File: src/rtl/jihc_pkg.sv
// Shared types and constants of the joint index homing controller.
// Holds the phase codes, the register map, the micro-operation codes and
// the command and status structures used between controller and datapath.
`default_nettype none

package jihc_pkg;

   localparam int FRAC_BITS_DEF = 16;
   localparam int PROD_W = 66;
   localparam int DIV_W = 48;
   localparam int INT_DIV = 2000;
   localparam int CSR_IDX_W = 3;

   localparam logic signed [PROD_W-1:0] SAT_MAX = 66'sd2147483647;
   localparam logic signed [PROD_W-1:0] SAT_MIN = -66'sd2147483648;

   typedef enum logic [2:0] {
      PH_IDLE   = 3'd0,
      PH_SEARCH = 3'd1,
      PH_HOLD   = 3'd2,
      PH_MOVE   = 3'd3,
      PH_FINISH = 3'd4,
      PH_FAULT  = 3'd5
   } phase_type;

   typedef enum logic [CSR_IDX_W-1:0] {
      REG_INV_GEAR_RATIO     = 3'd0,
      REG_CURRENT_PER_TORQUE = 3'd1,
      REG_REVERSE_POLARITY   = 3'd2,
      REG_MAX_CURRENT        = 3'd3,
      REG_MECHANICAL_MODE    = 3'd4,
      REG_ZERO_TO_INDEX      = 3'd5,
      REG_RAMP_TICKS         = 3'd6,
      REG_ZERO_TOLERANCE     = 3'd7
   } csr_reg_type;

   typedef enum logic [4:0] {
      OP_NONE, OP_LOAD, OP_MUL_POS, OP_MUL_VEL, OP_MUL_IDX, OP_MEAS, OP_ANG,
      OP_START, OP_VELERR, OP_MUL_DAMP, OP_TORQUE_S, OP_MUL_CUR, OP_DRIVE_S,
      OP_DRIVE_M, OP_INDEX, OP_ZERO, OP_HOLD, OP_MUL_RAMP, OP_DIV_RAMP, OP_DES,
      OP_MUL_INT, OP_INTEG, OP_MUL_P, OP_TORQUE_M, OP_OUT
   } op_type;

   typedef struct packed {
      op_type op;
   } cmd_type;

   typedef struct packed {
      logic div_done;
      logic over;
      logic index_new;
      logic reached;
   } status_type;

   function automatic logic signed [31:0] sat32(input logic signed [PROD_W-1:0] v);
      logic signed [31:0] r;
      if (v > SAT_MAX) begin
         r = 32'sh7FFFFFFF;
      end else if (v < SAT_MIN) begin
         r = 32'sh80000000;
      end else begin
         r = v[31:0];
      end
      return r;
   endfunction

endpackage

`default_nettype wire

File: src/rtl/jihc_ctrl.sv
// Sequencing state machine of the joint index homing controller.
// Holds the homing phase and the handshakes, and issues micro-operations
// to jihc_dp; depends on jihc_pkg.
`default_nettype none

module jihc_ctrl import jihc_pkg::*; (
   input  wire logic        clock,
   input  wire logic        reset,
   input  wire logic        req_valid,
   input  wire logic        req_func,
   output logic             req_stall,
   output logic             rsp_valid,
   input  wire logic        rsp_stall,
   output logic [2:0]       rsp_phase,
   output cmd_type          cmd,
   input  wire status_type  status
);

   typedef enum logic [25:0] {
      ST_IDLE      = 26'b1 << 0,
      ST_MUL_POS   = 26'b1 << 1,
      ST_MEAS_POS  = 26'b1 << 2,
      ST_ANG       = 26'b1 << 3,
      ST_START     = 26'b1 << 4,
      ST_MUL_VEL   = 26'b1 << 5,
      ST_MEAS_VEL  = 26'b1 << 6,
      ST_VELERR    = 26'b1 << 7,
      ST_MUL_DAMP  = 26'b1 << 8,
      ST_TORQUE_S  = 26'b1 << 9,
      ST_MUL_CUR   = 26'b1 << 10,
      ST_DRIVE     = 26'b1 << 11,
      ST_MUL_IDX   = 26'b1 << 12,
      ST_MEAS_IDX  = 26'b1 << 13,
      ST_INDEX     = 26'b1 << 14,
      ST_ZERO      = 26'b1 << 15,
      ST_HOLD      = 26'b1 << 16,
      ST_MUL_RAMP  = 26'b1 << 17,
      ST_DIV_RAMP  = 26'b1 << 18,
      ST_WAIT_RAMP = 26'b1 << 19,
      ST_DES       = 26'b1 << 20,
      ST_MUL_INT   = 26'b1 << 21,
      ST_INTEG     = 26'b1 << 22,
      ST_MUL_P     = 26'b1 << 23,
      ST_TORQUE_M  = 26'b1 << 24,
      ST_DONE      = 26'b1 << 25
   } state_type;

   state_type state_ff, state_in;
   phase_type phase_ff, phase_in;
   logic start_ff, start_in;
   logic rsp_valid_ff, rsp_valid_in;
   logic [2:0] rsp_phase_ff, rsp_phase_in;
   logic out_free;

   assign out_free = !rsp_valid_ff || !rsp_stall;
   assign req_stall = (state_ff != ST_IDLE);
   assign rsp_valid = rsp_valid_ff;
   assign rsp_phase = rsp_phase_ff;

   always_comb begin
      state_in = state_ff;
      phase_in = phase_ff;
      start_in = start_ff;
      rsp_phase_in = rsp_phase_ff;
      rsp_valid_in = rsp_valid_ff && rsp_stall;
      cmd.op = OP_NONE;
      unique case (state_ff)
         ST_IDLE: begin
            if (req_valid) begin
               cmd.op = OP_LOAD;
               start_in = 1'b0;
               if (phase_ff == PH_FAULT) begin
                  state_in = ST_DONE;
               end else if (req_func) begin
                  start_in = 1'b1;
                  state_in = ST_MUL_POS;
               end else if (phase_ff == PH_SEARCH) begin
                  state_in = ST_MUL_VEL;
               end else if (phase_ff == PH_HOLD) begin
                  state_in = ST_HOLD;
               end else if (phase_ff == PH_MOVE) begin
                  state_in = ST_MUL_POS;
               end else begin
                  state_in = ST_DONE;
               end
            end
         end
         ST_MUL_POS: begin
            cmd.op = OP_MUL_POS;
            state_in = ST_MEAS_POS;
         end
         ST_MEAS_POS: begin
            cmd.op = OP_MEAS;
            state_in = ST_ANG;
         end
         ST_ANG: begin
            cmd.op = OP_ANG;
            state_in = start_ff ? ST_START : ST_MUL_RAMP;
         end
         ST_START: begin
            cmd.op = OP_START;
            phase_in = PH_SEARCH;
            state_in = ST_DONE;
         end
         ST_MUL_VEL: begin
            cmd.op = OP_MUL_VEL;
            state_in = ST_MEAS_VEL;
         end
         ST_MEAS_VEL: begin
            cmd.op = OP_MEAS;
            state_in = ST_VELERR;
         end
         ST_VELERR: begin
            cmd.op = OP_VELERR;
            state_in = ST_MUL_DAMP;
         end
         ST_MUL_DAMP: begin
            cmd.op = OP_MUL_DAMP;
            state_in = ST_TORQUE_S;
         end
         ST_TORQUE_S: begin
            cmd.op = OP_TORQUE_S;
            state_in = ST_MUL_CUR;
         end
         ST_MUL_CUR: begin
            cmd.op = OP_MUL_CUR;
            state_in = ST_DRIVE;
         end
         ST_DRIVE: begin
            cmd.op = (phase_ff == PH_MOVE) ? OP_DRIVE_M : OP_DRIVE_S;
            state_in = ST_DONE;
            if (status.over) begin
               phase_in = PH_FAULT;
            end else if (phase_ff == PH_MOVE) begin
               if (status.reached) begin
                  phase_in = PH_FINISH;
               end
            end else if (status.index_new) begin
               state_in = ST_MUL_IDX;
            end
         end
         ST_MUL_IDX: begin
            cmd.op = OP_MUL_IDX;
            state_in = ST_MEAS_IDX;
         end
         ST_MEAS_IDX: begin
            cmd.op = OP_MEAS;
            state_in = ST_INDEX;
         end
         ST_INDEX: begin
            cmd.op = OP_INDEX;
            state_in = ST_ZERO;
         end
         ST_ZERO: begin
            cmd.op = OP_ZERO;
            phase_in = PH_HOLD;
            state_in = ST_DONE;
         end
         ST_HOLD: begin
            cmd.op = OP_HOLD;
            phase_in = PH_MOVE;
            state_in = ST_DONE;
         end
         ST_MUL_RAMP: begin
            cmd.op = OP_MUL_RAMP;
            state_in = ST_DIV_RAMP;
         end
         ST_DIV_RAMP: begin
            cmd.op = OP_DIV_RAMP;
            state_in = ST_WAIT_RAMP;
         end
         ST_WAIT_RAMP: begin
            if (status.div_done) begin
               state_in = ST_DES;
            end
         end
         ST_DES: begin
            cmd.op = OP_DES;
            state_in = ST_MUL_INT;
         end
         ST_MUL_INT: begin
            cmd.op = OP_MUL_INT;
            state_in = ST_INTEG;
         end
         ST_INTEG: begin
            cmd.op = OP_INTEG;
            state_in = ST_MUL_P;
         end
         ST_MUL_P: begin
            cmd.op = OP_MUL_P;
            state_in = ST_TORQUE_M;
         end
         ST_TORQUE_M: begin
            cmd.op = OP_TORQUE_M;
            state_in = ST_MUL_CUR;
         end
         ST_DONE: begin
            if (out_free) begin
               cmd.op = OP_OUT;
               rsp_valid_in = 1'b1;
               rsp_phase_in = phase_ff;
               state_in = ST_IDLE;
            end
         end
         default: begin
            state_in = ST_IDLE;
         end
      endcase
   end

   always_ff @(posedge clock) begin
      if (reset) begin
         state_ff <= ST_IDLE;
         phase_ff <= PH_IDLE;
         start_ff <= 1'b0;
         rsp_valid_ff <= 1'b0;
         rsp_phase_ff <= PH_IDLE;
      end else begin
         state_ff <= state_in;
         phase_ff <= phase_in;
         start_ff <= start_in;
         rsp_valid_ff <= rsp_valid_in;
         rsp_phase_ff <= rsp_phase_in;
      end
   end

endmodule

`default_nettype wire

File: config.mk
export PLATFORM = sky130hd
export DESIGN_NAME = jihc_ctrl
export DESIGN_NICKNAME = d
export VERILOG_FILES = /design/src/rtl/jihc_pkg.sv /design/src/rtl/jihc_ctrl.sv
export SDC_FILE = /design/constraint.sdc
export NUM_CORES = 1
export LEC_CHECK = 0
export ABC_AREA = 1
export BUFFER_PORTS_ARGS = -buffer_cell sky130_fd_sc_hd__buf_2
export CAP_MARGIN = 20
export CORE_UTILIZATION = 55
export CTS_BUF_LIST = sky130_fd_sc_hd__clkbuf_4 sky130_fd_sc_hd__clkbuf_8
export CTS_CLUSTER_DIAMETER = 100
export CTS_CLUSTER_SIZE = 30
export DETAILED_ROUTE_END_ITERATION = 12
export GPL_TIMING_DRIVEN = 0
export PLACE_DENSITY = 0.75
export SYNTH_ARGS = -nofsm -noshare
export SYNTH_HDL_FRONTEND = slang
export SYNTH_SLANG_ARGS = --single-unit
File: constraint.sdc
create_clock -name clock -period 4.9 [get_ports clock]
set_input_delay 0.98 -clock clock [delete_from_list [all_inputs] [get_ports clock]]
set_output_delay 0.98 -clock clock [all_outputs]
set_load 0.03 [all_outputs]
**Yosys cells after proc, flatten, opt, wreduce, memory -nomap -nowiden**

Cells that the tools add are included.

- Output and inout bits: 10
- Word-level logic and storage cells: 78
- Input bits: 9
- Bits in registers: 34

- Equality and inequality tests: 36
- Mux-type cells: 25
- Reductions and logical operators: 12

Operators by type and width:

| kind | count |
|---|---|
| 26-bit one-hot mux with 23 select lines | 1 |
| 26-bit 2-to-1 mux | 11 |
| 5-bit one-hot mux with 23 select lines | 1 |
| 26-bit by 1-bit equality test with 1-bit output (second input constant) | 1 |
| 26-bit by 10-bit equality test with 1-bit output (second input constant) | 1 |
| 26-bit by 11-bit equality test with 1-bit output (second input constant) | 1 |
| 26-bit by 12-bit equality test with 1-bit output (second input constant) | 1 |
| 26-bit by 13-bit equality test with 1-bit output (second input constant) | 1 |
| 26-bit by 14-bit equality test with 1-bit output (second input constant) | 1 |
| 26-bit by 15-bit equality test with 1-bit output (second input constant) | 1 |
| 26-bit by 16-bit equality test with 1-bit output (second input constant) | 1 |
| 26-bit by 17-bit equality test with 1-bit output (second input constant) | 1 |
| 26-bit by 18-bit equality test with 1-bit output (second input constant) | 1 |
| 26-bit by 19-bit equality test with 1-bit output (second input constant) | 1 |
| 26-bit by 2-bit equality test with 1-bit output (second input constant) | 1 |
| 26-bit by 20-bit equality test with 1-bit output (second input constant) | 1 |
| 26-bit by 21-bit equality test with 1-bit output (second input constant) | 1 |
| 26-bit by 22-bit equality test with 1-bit output (second input constant) | 1 |
| 26-bit by 23-bit equality test with 1-bit output (second input constant) | 1 |
| 26-bit by 24-bit equality test with 1-bit output (second input constant) | 1 |
| 26-bit by 25-bit equality test with 1-bit output (second input constant) | 1 |
| 26-bit equality test (second input constant) | 1 |
| 26-bit by 3-bit equality test with 1-bit output (second input constant) | 1 |
| 26-bit by 4-bit equality test with 1-bit output (second input constant) | 1 |
| 24 further kinds | 39 |

**Longest topological paths before layout**

- Depth in word-level cells: 8
- Gate-level depth with buffers: 13
- Mapped depth without buffers: 13

**Worst setup path after synthesis**

No wires, ideal clock.

- Path type: register -> output
- Start: register state_ff[12]
- End: output port cmd[4] (netlist name)
- Required time: 3.920 ns
- Cell stages (with the launch flop): 6
- Arrival: 1.906 ns
- Path buffers: 0
- Path slack: 2.014 ns
- Cell sequence: dfxtp_1 > nor2_1 > nand2_1 > nor2_2 > nand2_1 > o41ai_1

RTL lines:

| element | RTL line | source |
|---|---|---|
| start, declared | jihc_ctrl.sv:48 | `state_type state_ff, state_in;` |
| start signal, assigned | jihc_ctrl.sv:219 | `state_ff <= state_in;` |
| end, declared | jihc_ctrl.sv:15 | `output cmd_type cmd,` |

==> results.json <==
{
  "first_pass_iters": 4,
  "pwr-share-comb_pct": 19.5,
  "finalPower_uw": 634,
  "synth-seq-cells": 34,
  "die_area_sq_um": 4030,
  "async_reset_ff_share_pct": 0,
  "antenna_cells": 0,
  "syn-cell-area_sq_um": 2080,
  "grt_usage_pct": 27.6,
  "cap_violations": 0,
  "placed_area_sq_um": 2220,
  "ios": 19,
  "switching_share_pct": 31.1,
  "p_sw_uw": 197,
  "cp_max_fo": 10,
  "core_area_sq_um": 3470,
  "reg2reg_slack_ns": 2.90,
  "clock_latency_ns": 0.29,
  "die_y_um": 63.5,
  "routed_wl_um": 5150,
  "grt_max_degree": 11,
  "stdcell_area_sq_um": 2320,
  "syn_avg_cell_area_sq_um": 6.04,
  "cts_resized": 0,
  "ir_drop_v": 0.000214,
  "endpoint_kind": "output port",
  "grt_setup_unrepaired": "no",
  "layout_commonest_cell": "nand2_1",
  "clk_pin_slew_ns": 0.07,
  "cts_tree": "done",
  "hold_class": "reg -> reg",
  "dpl.hpwl_um": 3950,
  "wire_per_inst_um": 12.4,
  "fmax_ghz": 0.300,
  "syn-num-nets": 353,
  "status": "completed",
  "layout_min_cycle_time_ns": 3.33,
  "synth_flop_cell": "dfxtp_1",
  "h-tree-depth": 2,
  "clock-skew-final_ns": 0.00983,
  "grt-ovfl-total": 0,
  "pwr_density_cell_nw_per_um2": 273,
  "ys_warn_count": 0,
  "port_buffers": 18,
  "drive_gt1_share_pct": 15.4,
  "ctsRootBufferMaster": "clkbuf_8",
  "slew_viol_final": 0,
  "numClockSinks": 34,
  "vias": 2153,
  "clockBufferDepth": 2,
  "grt_pass1_wl_um": 8400,
  "synth-edff-count": 0,
  "power.leakage_uw": 0.00115,
  "rr_startpoint": "state_ff[3]",
  "gp_congestion": 0.901,
  "syn_to_final_growth_pct": 11.7,
  "final-seq-area_sq_um": 681,
  "reg2reg_depth": 13,
  "hold_end": "state_ff[4]",
  "ant_nets": 0,
  "layout_common_cells": "nand2_1, nor2_1, inv_1, dfxtp_1, nand3_1",
  "whs_ns": 0.471,
  "critical_path_required_ns": 3.92,
  "cts_setup_buffers": 0,
  "ys_seq_area_share_pct": 32.8,
  "hold_path.startpoint": "start_ff",
  "min_path_cells": 2,
  "syn_inst": 344,
  "place_inst": 408,
  "drtIter0Drc": 150,
  "fill_cells": 361,
  "setup_violations": 0,
  "initial_core_util_pct": 59.9,
  "cts_hold_buffers": 0,
  "tightest_slew_ns": 0.599,
  "final_net_count": 378,
  "final.setup.tns_ns": 0,
  "layout.cells.non_filler": 416,
  "grt_pass1_vias": 1846,
  "relSlewSlack_pct": 60.1,
  "die-width_um": 63.5,
  "p_seq_share_pct": 45.3,
  "p_int_uw": 437,
  "hold_viol": 0,
  "fin_crit_sh_pct": 68.0,
  "cts_inserted_buffers": 5,
  "clockPowerShare_pct": 35.2,
  "reg2reg_to": "state_ff[9]",
  "cp.arrival_ns": 2.35,
  "avgViaCountPerCell": 5.18,
  "antenna_found_initial": 0,
  "start_kind": "flip-flop",
  "drcViolationCount": 0,
  "multiInputGateArea_sq_um": 1220,
  "critical_path_class": "reg -> out",
  "yosysUniqueCellTypes": 23,
  "rows": 21
}
[cell type report]
cell class / count / share of cell area, %
multi-input cells: 265 / 52.6
flip-flops and latches: 34 / 29.3
inverters: 42 / 6.80
clock buffers: 7 / 3.88
repair buffers: 18 / 3.88
well taps: 46 / 2.48
plain buffers: 3 / 0.809
clock inverters: 1 / 0.216
[cells in the mapped netlist, types with 4 or more instances]
cell,count,share of area (%)
a21oi_1,11,2.7
dfxtp_1,34,33
inv_1,40,7.2
nand2_1,88,16
nand2_2,5,1.5
nand3_1,26,6.3
nand4_1,4,1.2
nor2_1,81,15
nor2_2,11,3.3
nor2_4,6,3.3
nor3_1,15,3.6
o21ai_0,9,2.2
[power by group through the flow]
stage | logic [uW] | clock network [uW] | registers [uW]
after floorplan | 87.9 | 0 | 295
after global placement | 121 | 0 | 293
after detailed placement | 121 | 0 | 293
after CTS | 122 | 229 | 287
after global routing | 135 | 237 | 288
final | 124 | 223 | 287
[cells by family (layout without fill, tap and decap cells)]
kind of cell    Yosys count  after routing  share of synthesized area, %
buf+inv                  45             71                          8.49
simple gates            242            242                          52.9
flops                    34             34                          32.8
compound gates           23             23                          5.84
[worst max-delay path, cell delays in order, from the launching register on]
cell and delay, ns:
dfxtp_1 0.32, nor2_1 0.10, nand2_1 0.10, nor2_2 0.33, nand2_1 0.16, inv_1 0.13
buf_6 0.14, nand3_1 0.13, nor2_4 0.20, nor3_1 0.09, o41ai_1 0.08, buf_2 0.27
[sequential cells by signal, summed over array words and instances, names as in the netlist]
register / count
rsp_phase: 3
phase_ff: 3
rsp_valid: 1
state_ff: 26
start_ff: 1
[through the flow]
stage	utilization (%)	setup slack (ns)
2_1_floorplan	-	2.01
3_3_place_gp	64.1	1.93
3_5_place_dp	64.1	1.92
4_1_cts	66.9	1.58
5_1_grt	66.9	1.33
6_report	66.9	1.57
[routing by layer]
layer  global-route usage (%)  up-vias  routed length, um
met5                        0        -                  0
met3                     5.98       12                323
li1                         -     1127                  -
met4                     11.6        0                126
met2                     40.8       63               2250
met1                     38.3      951               2450
[worst max-delay path by stage]
stage,from,endpoint,slack [ns],cells past startpoint
CTS,state_ff[12],cmd[4],1.58,11
global placement,state_ff[8],cmd[4],1.93,11
global route,state_ff[12],cmd[4],1.33,11
finish,state_ff[8],cmd[4],1.57,11
floorplan,state_ff[12],cmd[4],2.01,5
detailed placement,state_ff[12],cmd[4],1.92,11
(Power assumes the default switching activity.)
